**config.mk**
```make
export PLATFORM = sky130hd
export DESIGN_NAME = deferred_reuse_slot_allocator_top
export DESIGN_NICKNAME = d
export VERILOG_FILES = /design/src/rtl/dra_pkg.sv /design/src/rtl/deferred_reuse_slot_allocator_top.sv /design/src/rtl/dra_ctrl.sv /design/src/rtl/dra_dp.sv
export SDC_FILE = /design/constraint.sdc
export NUM_CORES = 2
export LEC_CHECK = 0
export ABC_AREA = 1
export BUFFER_PORTS_ARGS = -buffer_cell sky130_fd_sc_hd__buf_2
export CORE_MARGIN = 5
export CORE_UTILIZATION = 64
export DETAILED_ROUTE_END_ITERATION = 8
export GPL_ROUTABILITY_DRIVEN = 1
export HOLD_SLACK_MARGIN = 0.08
export PLACE_DENSITY = 0.92
export SLEW_MARGIN = 5
export SYNTH_ARGS = -nofsm -noshare
export SYNTH_HDL_FRONTEND = slang
export SYNTH_HIERARCHICAL = 1
export SYNTH_SLANG_ARGS = --single-unit
```
**constraint.sdc**
```tcl
create_clock -name clock -period 4.3 [get_ports clock]
set_input_delay 0.43 -clock clock [delete_from_list [all_inputs] [get_ports clock]]
set_output_delay 0.43 -clock clock [all_outputs]
set_load 0.1 [all_outputs]
```
**src/rtl/dra_pkg.sv**
```systemverilog
// ----------------------------------------------------------------------------
// dra_pkg
// shared constants, codes and types of the deferred-reuse slot allocator
// ----------------------------------------------------------------------------
`default_nettype none

package dra_pkg;

   // bitmap word that the search looks at in one cycle
   localparam int CHUNK = 32;
   localparam int OFFW  = 5;

   localparam int DEFAULT_SLOT_COUNT = 256;

   localparam int FUNC_W   = 3;
   localparam int SLOT_W   = 8;
   localparam int STATUS_W = 2;

   // operation codes
   localparam logic [FUNC_W-1:0] FUNC_ALLOC   = 3'd0;
   localparam logic [FUNC_W-1:0] FUNC_FREE    = 3'd1;
   localparam logic [FUNC_W-1:0] FUNC_EPOCH   = 3'd2;
   localparam logic [FUNC_W-1:0] FUNC_RESTART = 3'd3;
   localparam logic [FUNC_W-1:0] FUNC_CLEAR   = 3'd4;

   // result status codes
   localparam logic [STATUS_W-1:0] STATUS_OK      = 2'd0;
   localparam logic [STATUS_W-1:0] STATUS_FULL    = 2'd1;
   localparam logic [STATUS_W-1:0] STATUS_NOT_OCC = 2'd2;

   typedef enum logic [1:0] {
      ST_IDLE,
      ST_SCAN,
      ST_COMMIT
   } ctrl_state_type;

   typedef struct packed {
      logic accept;   // capture a new request
      logic scan;     // look at one bitmap word
      logic commit;   // apply the operation and load the result
   } dp_cmd_type;

   typedef struct packed {
      logic req_alloc;  // incoming request is an allocate
      logic scan_done;  // free slot found or whole table looked at
      logic out_free;   // result register can take a beat
   } dp_status_type;

endpackage

`default_nettype wire

```
**src/rtl/deferred_reuse_slot_allocator_top.sv**
```systemverilog
// ----------------------------------------------------------------------------
// deferred_reuse_slot_allocator_top
// slot index allocator with next-fit search and two-epoch quarantined reuse
// ----------------------------------------------------------------------------
// Hands out slot indices from a table of SLOT_COUNT slots. Every request beat
// gives exactly one response beat. Allocate searches next-fit from one past
// the last granted slot, wrapping, and skips slots that are occupied or in
// either quarantine; free moves an occupied slot into the current freeing
// quarantine, and it becomes usable again after two epoch advances. The
// bitmaps are searched one 32-slot word per cycle. Free, epoch advance,
// restart, clear all and unused codes go from accept straight to commit;
// allocate scans words in between, until one has a usable slot or the
// whole table has been looked at. A pending response waits in an output
// register; the next request beat is still taken, and its operation is
// applied once that register can accept the following response. Reset
// clears all bitmaps.
// ----------------------------------------------------------------------------
`default_nettype none

module deferred_reuse_slot_allocator_top #(
   parameter int SLOT_COUNT = dra_pkg::DEFAULT_SLOT_COUNT
) (
   input  wire logic         clock,
   input  wire logic         reset,

   // request channel
   input  wire logic         req_tvalid,
   output logic              req_tready,
   input  wire logic [7:0]   req_tdata,   // [7:0] slot_index
   input  wire logic [2:0]   req_tuser,   // [2:0] func

   // response channel
   output logic              rsp_tvalid,
   input  wire logic         rsp_tready,
   output logic [7:0]        rsp_tdata,   // [7:0] granted_slot
   output logic [1:0]        rsp_tuser    // [1:0] status
);

   dra_pkg::dp_cmd_type    cmd;
   dra_pkg::dp_status_type status;

   // sequencer: accept a beat, scan words for an allocate, commit when the output is free
   dra_ctrl u_ctrl (
      .clock      (clock),
      .reset      (reset),
      .req_tvalid (req_tvalid),
      .req_tready (req_tready),
      .status     (status),
      .cmd        (cmd)
   );

   // bitmaps, search pointer and response register
   dra_dp #(
      .SLOT_COUNT (SLOT_COUNT)
   ) u_dp (
      .clock      (clock),
      .reset      (reset),
      .cmd        (cmd),
      .status     (status),
      .req_func   (req_tuser),
      .req_slot   (req_tdata),
      .rsp_ready  (rsp_tready),
      .rsp_valid  (rsp_tvalid),
      .rsp_slot   (rsp_tdata),
      .rsp_status (rsp_tuser)
   );

endmodule

`default_nettype wire

```
**src/rtl/dra_ctrl.sv**
```systemverilog
// ----------------------------------------------------------------------------
// dra_ctrl
// sequencer of the slot allocator: accept, word scan, commit
// ----------------------------------------------------------------------------
`default_nettype none

module dra_ctrl (
   input  wire logic                   clock,
   input  wire logic                   reset,
   input  wire logic                   req_tvalid,
   output logic                        req_tready,
   input  wire dra_pkg::dp_status_type status,
   output dra_pkg::dp_cmd_type         cmd
);

   dra_pkg::ctrl_state_type state_ff;
   dra_pkg::ctrl_state_type state_in;

   always_ff @(posedge clock) begin
      if (reset) begin
         state_ff <= dra_pkg::ST_IDLE;
      end else begin
         state_ff <= state_in;
      end
   end

   always_comb begin
      state_in = state_ff;
      case (state_ff)
         dra_pkg::ST_IDLE: begin
            if (req_tvalid) begin
               state_in = status.req_alloc ? dra_pkg::ST_SCAN : dra_pkg::ST_COMMIT;
            end
         end
         dra_pkg::ST_SCAN: begin
            if (status.scan_done) begin
               state_in = dra_pkg::ST_COMMIT;
            end
         end
         dra_pkg::ST_COMMIT: begin
            if (status.out_free) begin
               state_in = dra_pkg::ST_IDLE;
            end
         end
         default: begin
            state_in = dra_pkg::ST_IDLE;
         end
      endcase
   end

   always_comb begin
      req_tready = 1'b0;
      cmd        = '0;
      case (state_ff)
         dra_pkg::ST_IDLE: begin
            req_tready = 1'b1;
            cmd.accept = req_tvalid;
         end
         dra_pkg::ST_SCAN: begin
            cmd.scan = 1'b1;
         end
         dra_pkg::ST_COMMIT: begin
            cmd.commit = status.out_free;
         end
         default: begin
            req_tready = 1'b0;
         end
      endcase
   end

endmodule

`default_nettype wire

```
**src/rtl/dra_dp.sv**
```systemverilog
// ----------------------------------------------------------------------------
// dra_dp
// bitmaps, word-serial next-fit search and result register
// ----------------------------------------------------------------------------
`default_nettype none

module dra_dp #(
   parameter int SLOT_COUNT = dra_pkg::DEFAULT_SLOT_COUNT
) (
   input  wire logic                          clock,
   input  wire logic                          reset,
   input  wire dra_pkg::dp_cmd_type           cmd,
   output dra_pkg::dp_status_type             status,
   input  wire logic [dra_pkg::FUNC_W-1:0]    req_func,
   input  wire logic [dra_pkg::SLOT_W-1:0]    req_slot,
   input  wire logic                          rsp_ready,
   output logic                               rsp_valid,
   output logic [dra_pkg::SLOT_W-1:0]         rsp_slot,
   output logic [dra_pkg::STATUS_W-1:0]       rsp_status
);

   localparam int CHUNK = dra_pkg::CHUNK;
   localparam int OFFW  = dra_pkg::OFFW;
   localparam int WORDS = (SLOT_COUNT + CHUNK - 1) / CHUNK;
   localparam int WW    = (WORDS > 1) ? $clog2(WORDS) : 1;
   localparam int PW    = WW + OFFW;
   localparam int SW    = $clog2(SLOT_COUNT);
   localparam int CW    = $clog2(WORDS + 1);
   localparam int CMPW  = PW + 1;
   localparam int IW    = ((PW > dra_pkg::SLOT_W) ? PW : dra_pkg::SLOT_W) + 1;

   logic [CHUNK-1:0] occ_ff [WORDS];
   logic [CHUNK-1:0] qa_ff  [WORDS];
   logic [CHUNK-1:0] qb_ff  [WORDS];
   logic             side_ff;
   logic [SW-1:0]    last_ff;
   logic             last_valid_ff;

   logic [WW-1:0]    ptr_ff;
   logic [CW-1:0]    cnt_ff;
   logic [OFFW-1:0]  off_ff;
   logic [OFFW-1:0]  bit_ff;
   logic             found_ff;
   logic             in_range_ff;
   logic [dra_pkg::FUNC_W-1:0] func_ff;

   logic                           rsp_valid_ff;
   logic [dra_pkg::SLOT_W-1:0]     rsp_slot_ff;
   logic [dra_pkg::STATUS_W-1:0]   rsp_status_ff;
   logic [dra_pkg::SLOT_W-1:0]     rsp_slot_in;
   logic [dra_pkg::STATUS_W-1:0]   rsp_status_in;

   logic [CHUNK-1:0] occ_word;
   logic [CHUNK-1:0] qa_word;
   logic [CHUNK-1:0] qb_word;
   logic [CHUNK-1:0] pad_mask;
   logic [CHUNK-1:0] pass_mask;
   logic [CHUNK-1:0] avail;
   logic             hit;
   logic [OFFW-1:0]  hit_bit;
   logic             first_pass;
   logic             last_pass;
   logic [SW-1:0]    start_c;
   logic [PW-1:0]    start_p;
   logic [PW-1:0]    req_p;
   logic             req_in_range;
   logic [PW-1:0]    slot_p;
   logic             free_ok;

   assign occ_word = occ_ff[ptr_ff];
   assign qa_word  = qa_ff[ptr_ff];
   assign qb_word  = qb_ff[ptr_ff];

   assign first_pass = (cnt_ff == '0);
   assign last_pass  = (cnt_ff == CW'(WORDS));

   // slots past the table end and outside the current pass never match
   always_comb begin
      for (int b = 0; b < CHUNK; b++) begin
         pad_mask[b] = (CMPW'({ptr_ff, OFFW'(b)}) < CMPW'(SLOT_COUNT));
         if (first_pass) begin
            pass_mask[b] = (OFFW'(b) >= off_ff);
         end else if (last_pass) begin
            pass_mask[b] = (OFFW'(b) < off_ff);
         end else begin
            pass_mask[b] = 1'b1;
         end
      end
   end

   assign avail = ~(occ_word | qa_word | qb_word) & pad_mask & pass_mask;
   assign hit   = |avail;

   // lowest set bit
   always_comb begin
      hit_bit = '0;
      for (int b = CHUNK - 1; b >= 0; b--) begin
         if (avail[b]) begin
            hit_bit = OFFW'(b);
         end
      end
   end

   always_comb begin
      start_c = '0;
      if (last_valid_ff) begin
         start_c = (last_ff == SW'(SLOT_COUNT - 1)) ? '0 : last_ff + 1'b1;
      end
   end

   assign start_p      = PW'(start_c);
   assign req_p        = PW'(req_slot);
   assign req_in_range = (IW'(req_slot) < IW'(SLOT_COUNT));
   assign slot_p       = {ptr_ff, bit_ff};
   assign free_ok      = in_range_ff && occ_word[bit_ff];

   assign status.req_alloc = (req_func == dra_pkg::FUNC_ALLOC);
   assign status.scan_done = hit || last_pass;
   assign status.out_free  = !rsp_valid_ff || rsp_ready;

   // search pointer and pass counter
   always_ff @(posedge clock) begin
      if (reset) begin
         ptr_ff <= '0;
         cnt_ff <= '0;
      end else if (cmd.accept) begin
         cnt_ff <= '0;
         if (req_func == dra_pkg::FUNC_ALLOC) begin
            ptr_ff <= start_p[PW-1:OFFW];
         end else if (req_in_range) begin
            ptr_ff <= req_p[PW-1:OFFW];
         end else begin
            ptr_ff <= '0;
         end
      end else if (cmd.scan && !hit && !last_pass) begin
         ptr_ff <= (ptr_ff == WW'(WORDS - 1)) ? '0 : ptr_ff + 1'b1;
         cnt_ff <= cnt_ff + 1'b1;
      end
   end

   always_ff @(posedge clock) begin
      if (cmd.accept) begin
         func_ff     <= req_func;
         off_ff      <= start_p[OFFW-1:0];
         bit_ff      <= req_p[OFFW-1:0];
         in_range_ff <= req_in_range;
      end else if (cmd.scan) begin
         found_ff <= hit;
         if (hit) begin
            bit_ff <= hit_bit;
         end
      end
   end

   // bitmaps and search start
   always_ff @(posedge clock) begin
      if (reset) begin
         for (int w = 0; w < WORDS; w++) begin
            occ_ff[w] <= '0;
            qa_ff[w]  <= '0;
            qb_ff[w]  <= '0;
         end
         side_ff       <= 1'b0;
         last_ff       <= '0;
         last_valid_ff <= 1'b0;
      end else if (cmd.commit) begin
         case (func_ff)
            dra_pkg::FUNC_ALLOC: begin
               if (found_ff) begin
                  occ_ff[ptr_ff][bit_ff] <= 1'b1;
                  last_ff                <= SW'(slot_p);
                  last_valid_ff          <= 1'b1;
               end
            end
            dra_pkg::FUNC_FREE: begin
               if (free_ok) begin
                  occ_ff[ptr_ff][bit_ff] <= 1'b0;
                  if (side_ff) begin
                     qb_ff[ptr_ff][bit_ff] <= 1'b1;
                  end else begin
                     qa_ff[ptr_ff][bit_ff] <= 1'b1;
                  end
               end
            end
            dra_pkg::FUNC_EPOCH: begin
               for (int w = 0; w < WORDS; w++) begin
                  if (side_ff) begin
                     qa_ff[w] <= '0;
                  end else begin
                     qb_ff[w] <= '0;
                  end
               end
               side_ff <= !side_ff;
            end
            dra_pkg::FUNC_RESTART: begin
               last_ff       <= '0;
               last_valid_ff <= 1'b0;
            end
            dra_pkg::FUNC_CLEAR: begin
               for (int w = 0; w < WORDS; w++) begin
                  occ_ff[w] <= '0;
                  qa_ff[w]  <= '0;
                  qb_ff[w]  <= '0;
               end
               last_ff       <= '0;
               last_valid_ff <= 1'b0;
            end
            default: begin
               last_valid_ff <= last_valid_ff;
            end
         endcase
      end
   end

   always_comb begin
      rsp_slot_in   = '0;
      rsp_status_in = dra_pkg::STATUS_OK;
      case (func_ff)
         dra_pkg::FUNC_ALLOC: begin
            if (found_ff) begin
               rsp_slot_in = dra_pkg::SLOT_W'(slot_p);
            end else begin
               rsp_status_in = dra_pkg::STATUS_FULL;
            end
         end
         dra_pkg::FUNC_FREE: begin
            if (!free_ok) begin
               rsp_status_in = dra_pkg::STATUS_NOT_OCC;
            end
         end
         default: begin
            rsp_status_in = dra_pkg::STATUS_OK;
         end
      endcase
   end

   // result register
   always_ff @(posedge clock) begin
      if (reset) begin
         rsp_valid_ff <= 1'b0;
      end else if (cmd.commit) begin
         rsp_valid_ff <= 1'b1;
      end else if (rsp_ready) begin
         rsp_valid_ff <= 1'b0;
      end
   end

   always_ff @(posedge clock) begin
      if (cmd.commit) begin
         rsp_slot_ff   <= rsp_slot_in;
         rsp_status_ff <= rsp_status_in;
      end
   end

   assign rsp_valid  = rsp_valid_ff;
   assign rsp_slot   = rsp_slot_ff;
   assign rsp_status = rsp_status_ff;

   a_cnt_bound : assert property (@(posedge clock) disable iff (reset)
      cnt_ff <= CW'(WORDS))
      else $error("search ran past one full pass");

   a_ptr_bound : assert property (@(posedge clock) disable iff (reset)
      (WW + 1)'(ptr_ff) < (WW + 1)'(WORDS))
      else $error("search pointer outside bitmap");

   a_rsp_from_commit : assert property (@(posedge clock) disable iff (reset)
      $rose(rsp_valid_ff) |-> $past(cmd.commit))
      else $error("result beat without a commit");

   a_grant_sets_last : assert property (@(posedge clock) disable iff (reset)
      (cmd.commit && func_ff == dra_pkg::FUNC_ALLOC && found_ff) |=> last_valid_ff)
      else $error("grant did not record the search start");

endmodule

`default_nettype wire

```
# --- Yosys cells after proc, flatten, opt, wreduce, memory -nomap -nowiden ---
# Memory sizes are Yosys's and may differ from the RTL's. A register that Yosys moved wholly into a read port is not among the register bits.
# Cells that the tools add are included.
totals:
  regBits: 44
  ram_bits: 768
  elab_cells: 457
  n_memories: 3
mem_list:
  columns: ["name", "depth", "width", "read_ports", "rd_clocked_by_memory_dff", "wr", "line_no", "rtl"]
  rows:
  - ["u_dp.occ_ff", 8, 32, 1, 1, 8, "dra_dp.sv:32", "logic [CHUNK-1:0] occ_ff [WORDS];"]
  - ["u_dp.qa_ff", 8, 32, 1, 1, 8, "dra_dp.sv:33", "logic [CHUNK-1:0] qa_ff [WORDS];"]
  - ["u_dp.qb_ff", 8, 32, 1, 1, 8, "dra_dp.sv:34", "logic [CHUNK-1:0] qb_ff [WORDS];"]
classes:
  add_sub_neg: 3
  magnitude_cmp: 66
  n_eq_ne: 13
  n_mux: 250
  n_bitwise: 78
  reduce_logical: 31
op_table:
  columns: ["cell", "n"]
  rows:
  - ["$mux W32", 50]
  - ["$mux W5", 35]
  - ["$mux W1", 138]
  - ["$reduce_or A32 Y1", 4]
  - ["$ge A5 B5 Y1 const A", 16]
  - ["$lt A5 B5 Y1 const A", 16]
  - ["$or A1 B1 Y1", 72]
  - ["$or A32 B32 Y32", 2]
  - ["$ge A4 B5 Y1 const A", 8]
  - ["$lt A4 B5 Y1 const A", 8]
  - ["$mux W3", 13]
  - ["$and A32 B32 Y32", 1]
  - ["$not A32 Y32", 1]
  - ["$mux W8", 3]
  - ["$ge A3 B5 Y1 const A", 4]
  - ["$lt A3 B5 Y1 const A", 4]
  - ["$pmux W8 S2", 1]
  - ["$ge A1 B5 Y1 const A", 2]
  - ["$ge A2 B5 Y1 const A", 2]
  - ["$lt A1 B5 Y1 const A", 2]
  - ["$lt A2 B5 Y1 const A", 2]
  - ["$mux W2", 5]
  - ["$reduce_bool A2 Y1", 5]
  - ["$add A8 B1 Y8 const B", 1]
  - ["28 further kinds", 46]

# --- Logic depth before layout (Yosys ltp) ---
depth:
  ltp_word: 39
  mapped_depth: 42

# --- Cells and area by module ---
# Netlist, hierarchy kept.
modules_own_cells:
  columns: ["mod", "instances", "cells_per_inst", "area_each_um2"]
  rows:
  - ["dra_dp", 1, 4513, 37115.6]
  - ["dra_ctrl", 1, 23, 146.4]

# --- Worst setup path after synthesis ---
# OpenSTA, ideal clock, no wires.
synth_path:
  path_kind: "flip-flop to flip-flop"
  from: "register u_dp.rsp_valid_ff, in the netlist u_dp/rsp_valid"
  to: "memory u_dp.occ_ff[1][20] (enable)"
  setup_time_ps: 310
  t_arrival_ps: 3284
  required_ps: 3990
  path_slack_ps: 706
  path_stages_with_launch: 11
  period_less_slack_ps: 3594
  cell_sequence: "dfxtp_1 nand2_1 inv_1 nor3_1 inv_1 nor2_1 a21oi_4 buf_6 nor2_4 inv_2 o21ai_0"
synth_lines:
  columns: ["element", "line_no", "rtl"]
  rows:
  - ["start, declared", "dra_dp.sv:47", "logic rsp_valid_ff;"]
  - ["start signal, assigned", "dra_dp.sv:240", "rsp_valid_ff <= 1'b0;"]
  - ["start signal, assigned", "dra_dp.sv:242", "rsp_valid_ff <= 1'b1;"]
  - ["start signal, assigned", "dra_dp.sv:244", "rsp_valid_ff <= 1'b0;"]
  - ["end, declared", "dra_dp.sv:32", null]

==> flow_summary.json <==
{
  "viasPerCell": 6.644,
  "vdd_drop_max_v": 0.0004022,
  "seq_area_frac_synth_pct": 51.31,
  "rr_worst_depth": 15,
  "finalMaxSlewViolations": 0,
  "max-slew-margin-rel_pct": 16.77,
  "grt_pass1_wl_um": 177500,
  "multiInputGateArea_um2": 13640,
  "timing.setup.tns_ps": 0,
  "worstSetupEndpoint": "u_dp/qa_ff[0][26]$_DFF_P_",
  "antenna_found_initial": 2,
  "postSynthCellCount": 4536,
  "crit_type": "flop to flop",
  "ant_nets": 0,
  "cts.sinks": 815,
  "hpwl_um": 64020,
  "reg2reg_setup_slack_ps": 130,
  "final_common_cell": "nand3_1",
  "finalSetupViolCount": 0,
  "synth_area_per_cell_um2": 8.215,
  "final_net_count": 4406,
  "cp.arrival_ps": 4710,
  "synth_fa_ha_area_share_pct": 0.1679,
  "die_w_um": 251.3,
  "ys_ff_latch": 815,
  "status": "completed",
  "yosys.area_share.simple_pct": 17.47,
  "yosys_warnings": 6,
  "overflow": 0,
  "grt_pass1_vias": 33350,
  "cp_slowest_cell": "nor2_1",
  "hp-start": "req_tdata[2]",
  "whs_ps": 139.9,
  "place_inst": 5066,
  "drive_gt1_share_pct": 11.62,
  "start_util_pct": 64.58,
  "start_kind": "flop",
  "htree_num_levels": 3,
  "gp_congestion": 1.016,
  "startpoint": "u_dp/bit_ff[0]$_DFFE_PP_",
  "clkSlewWorstSetupHoldPaths_ps": 60,
  "layoutNonFillerInstCount": 5217,
  "pin_count": 27,
  "syn_area_um2": 37260,
  "fmax_mhz": 239.7,
  "cts_buffer_depth": 3,
  "synth_top_family_by_area": "compound AO/OA/AOI/OAI gates",
  "wirelength_um": 114300,
  "portBuffers": 26,
  "synth_cell_type_count": 55,
  "leakagePower_nw": 16.35,
  "crit_family": "simple AND/OR/NAND/NOR gates",
  "cts_tree": "yes",
  "layout.area.seq_um2": 19130,
  "crit_chain": "inv_2, nor2_1, buf_4, inv_2, or3_1, o311ai_1, a21oi_1, nor2_1, nor4_1, nand2_1, nand3_4, inv_2, buf_4, nand3_1, o21ai_0",
  "gr-usage-all-layers_pct": 34.56,
  "cts_buffers": 78,
  "fin_crit_sh_pct": 97.00,
  "row_count": 88,
  "critPathBufInv": 5,
  "grt_max_degree": 265,
  "synth_edf_count": 280,
  "syn_to_final_growth_pct": 8.240,
  "clock_latency_ps": 640,
  "powerDensity_nw_per_um2": 439.2,
  "worst_pin_slew_ps": 1249,
  "synthMuxAreaShare_pct": 0,
  "drtPass1Iterations": 7,
  "path_depth": 15,
  "fill_cells": 4042,
  "fp.dieArea_um2": 63150,
  "finClkSkew_ps": 29.44,
  "die_y_um": 251.3,
  "r2r_end": "u_dp/qa_ff[0][26]$_DFF_P_",
  "fin_crit_ps": 4171,
  "clock-root-buffer": "clkbuf_16",
  "synth_flop_cell": "dfxtp_1",
  "holdCritPathClass": "input pin to flop",
  "cp_data_required_time_ps": 4830,
  "worstReg2RegStart": "u_dp/bit_ff[0]$_DFFE_PP_",
  "hold_violations": 0,
  "synth_compound_area_share_pct": 18.73,
  "drc": 0,
  "cp_max_fo": 46,
  "synthXorXnorAreaFrac_pct": 0.02350,
  "path_common_cell": "inv_2",
  "vias": 34660,
  "maxCapViolCount": 0,
  "cp-end-kind": "flop",
  "coreArea_um2": 57700,
  "final_cell_mix": "607 x nand3_1, 550 x inv_1, 547 x o21ai_0, 531 x dfxtp_1, 358 x o22ai_1",
  "cp_slowest_stage_delay_ps": 630,
  "synthArstFlopShare_pct": 0,
  "rsz0062_at_grt": "no",
  "wl_per_cell_um": 21.91,
  "synth_nets": 4556,
  "initialDrtViolationCount": 6220
}
## what timing repair did
item	in CTS	in global routing
resized for setup	0	1
hold endpoints to repair	3	0
setup endpoints to repair	1	5
hold buffers	3	0
buffers inserted	2	0
## sequential cells by signal (all words and copies together) (netlist names), named ones only
name,count
u_dp/qa_ff,256
u_dp/side_ff,1
u_ctrl/state_ff,2
u_dp/qb_ff,256
u_dp/occ_ff,256
u_dp/rsp_slot,8
u_dp/bit_ff,5
u_dp/ptr_ff,3
u_dp/last_ff,8
u_dp/found_ff,1
u_dp/last_valid_ff,1
u_dp/func_ff,3
u_dp/off_ff,5
u_dp/cnt_ff,4
u_dp/rsp_valid,1
u_dp/rsp_status,2
## layer usage
layer | wire length (µm) | share of wire [%] | GRT usage (%) | vias to the layer above
met3 | 15960 | 14 | 9.042 | 742
met5 | 0 | 0 | 0 | -
met4 | 8027 | 7.0 | 20.99 | 0
li1 | - | - | - | 15252
met2 | 51900 | 45 | 54.98 | 2785
met1 | 38410 | 34 | 42.44 | 15881
## cell usage after synthesis, types with 2 or more instances
master     instances  area [µm²]
buf_1             16       60.06
nor3b_1            3       22.52
o221ai_1          55       481.7
buf_6             29       326.6
nor4_1             2       12.51
buf_4             30       225.2
dfxtp_1          535       10710
inv_1            558        2095
inv_2            198       743.2
nand3_1          608        3043
nor2_2             5       31.28
nor2_1           256       960.9
a21oi_1           31       155.2
o311ai_1           2       17.52
a41oi_1            5       43.79
clkinv_1           6       22.52
nand2_1          327        1227
clkbuf_1         241       904.6
o31ai_2            2       25.02
nor2_4            12       135.1
o22ai_1          358        2240
o211ai_1           9       67.56
nand2_4           21       236.5
nor3_1           146       730.7
edfxtp_1         280        8408
o31ai_1           59       442.9
o211ai_2           2       25.02
o2111ai_1          3       26.28
buf_2             38       190.2
ha_1               5       62.56
o21ai_0          547        2738
nand4_1            4       25.02
nand3b_1           2       15.01
o21ai_1          109       545.5
a31oi_1           12       75.07
## metrics by stage
stage	power, W	setup slack (ps)	utilization, %	instance area (µm²)
floorplan	0.009998	706.3	-	37260
global placement	0.01086	100.9	65.45	37760
detailed placement	0.01091	65.05	65.45	37760
CTS	0.01756	285.0	69.89	40320
global route	0.01815	16.86	69.90	40330
finish	0.01771	128.8	69.91	40330
## cells by family (layout without fill, tap and decap cells)
| logic type | count (synthesis) | count (layout) |
|---|---|---|
| xor gates and xnor gates | 1 | 1 |
| other | 0 | 2 |
| buffers and inverters | 1118 | 1032 |
| AOI/OAI and AO/OA | 1204 | 1204 |
| and+or+nand+nor | 1393 | 1393 |
| adders and majority gates | 5 | 5 |
| DFF | 815 | 815 |
## power breakdown
part | total, W | internal [W] | switching (W)
Clock | 0.00678 | 0.00383 | 0.00295
Sequential | 0.00818 | 0.00810 | 0.0000832
Combinational | 0.00275 | 0.000692 | 0.00206
Total | 0.0177 | 0.0126 | 0.00509
## how the worst min path moves through the flow
stage / end / slack (ps) / cells past startpoint
after floorplan: u_dp/last_ff[7]$_SDFFE_PP0P_ / 440 / 2
after global placement: u_dp/last_ff[7]$_SDFFE_PP0P_ / 450 / 2
after detailed placement: u_dp/last_ff[3]$_SDFFE_PP0P_ / 460 / 2
after CTS: u_dp/rsp_valid$_SDFFE_PP0P_ / 120 / 4
after global routing: u_dp/bit_ff[4]$_DFFE_PP_ / 160 / 3
final: u_dp/bit_ff[2]$_DFFE_PP_ / 140 / 3
## area by class of cell
type | instances | area share, %
clock inverters | 26 | 0.4436
repair buffers | 124 | 2.910
multi-input cells | 2603 | 33.82
diodes | 2 | 0.01241
flip-flops and latches | 815 | 47.43
clock buffers | 118 | 5.804
inverters | 764 | 7.210
well taps | 765 | 2.373
## worst register-to-register path, stage by stage, from the launching register on
cell and delay [ps]:
edfxtp_1 450, inv_2 60, nor2_1 630, buf_4 320
inv_2 50, or3_1 400, o311ai_1 90, a21oi_1 70
nor2_1 170, nor4_1 110, nand2_1 140, nand3_4 100
inv_2 110, buf_4 600, nand3_1 470, o21ai_0 320
Note: power is estimated with default switching activity, not from simulation.
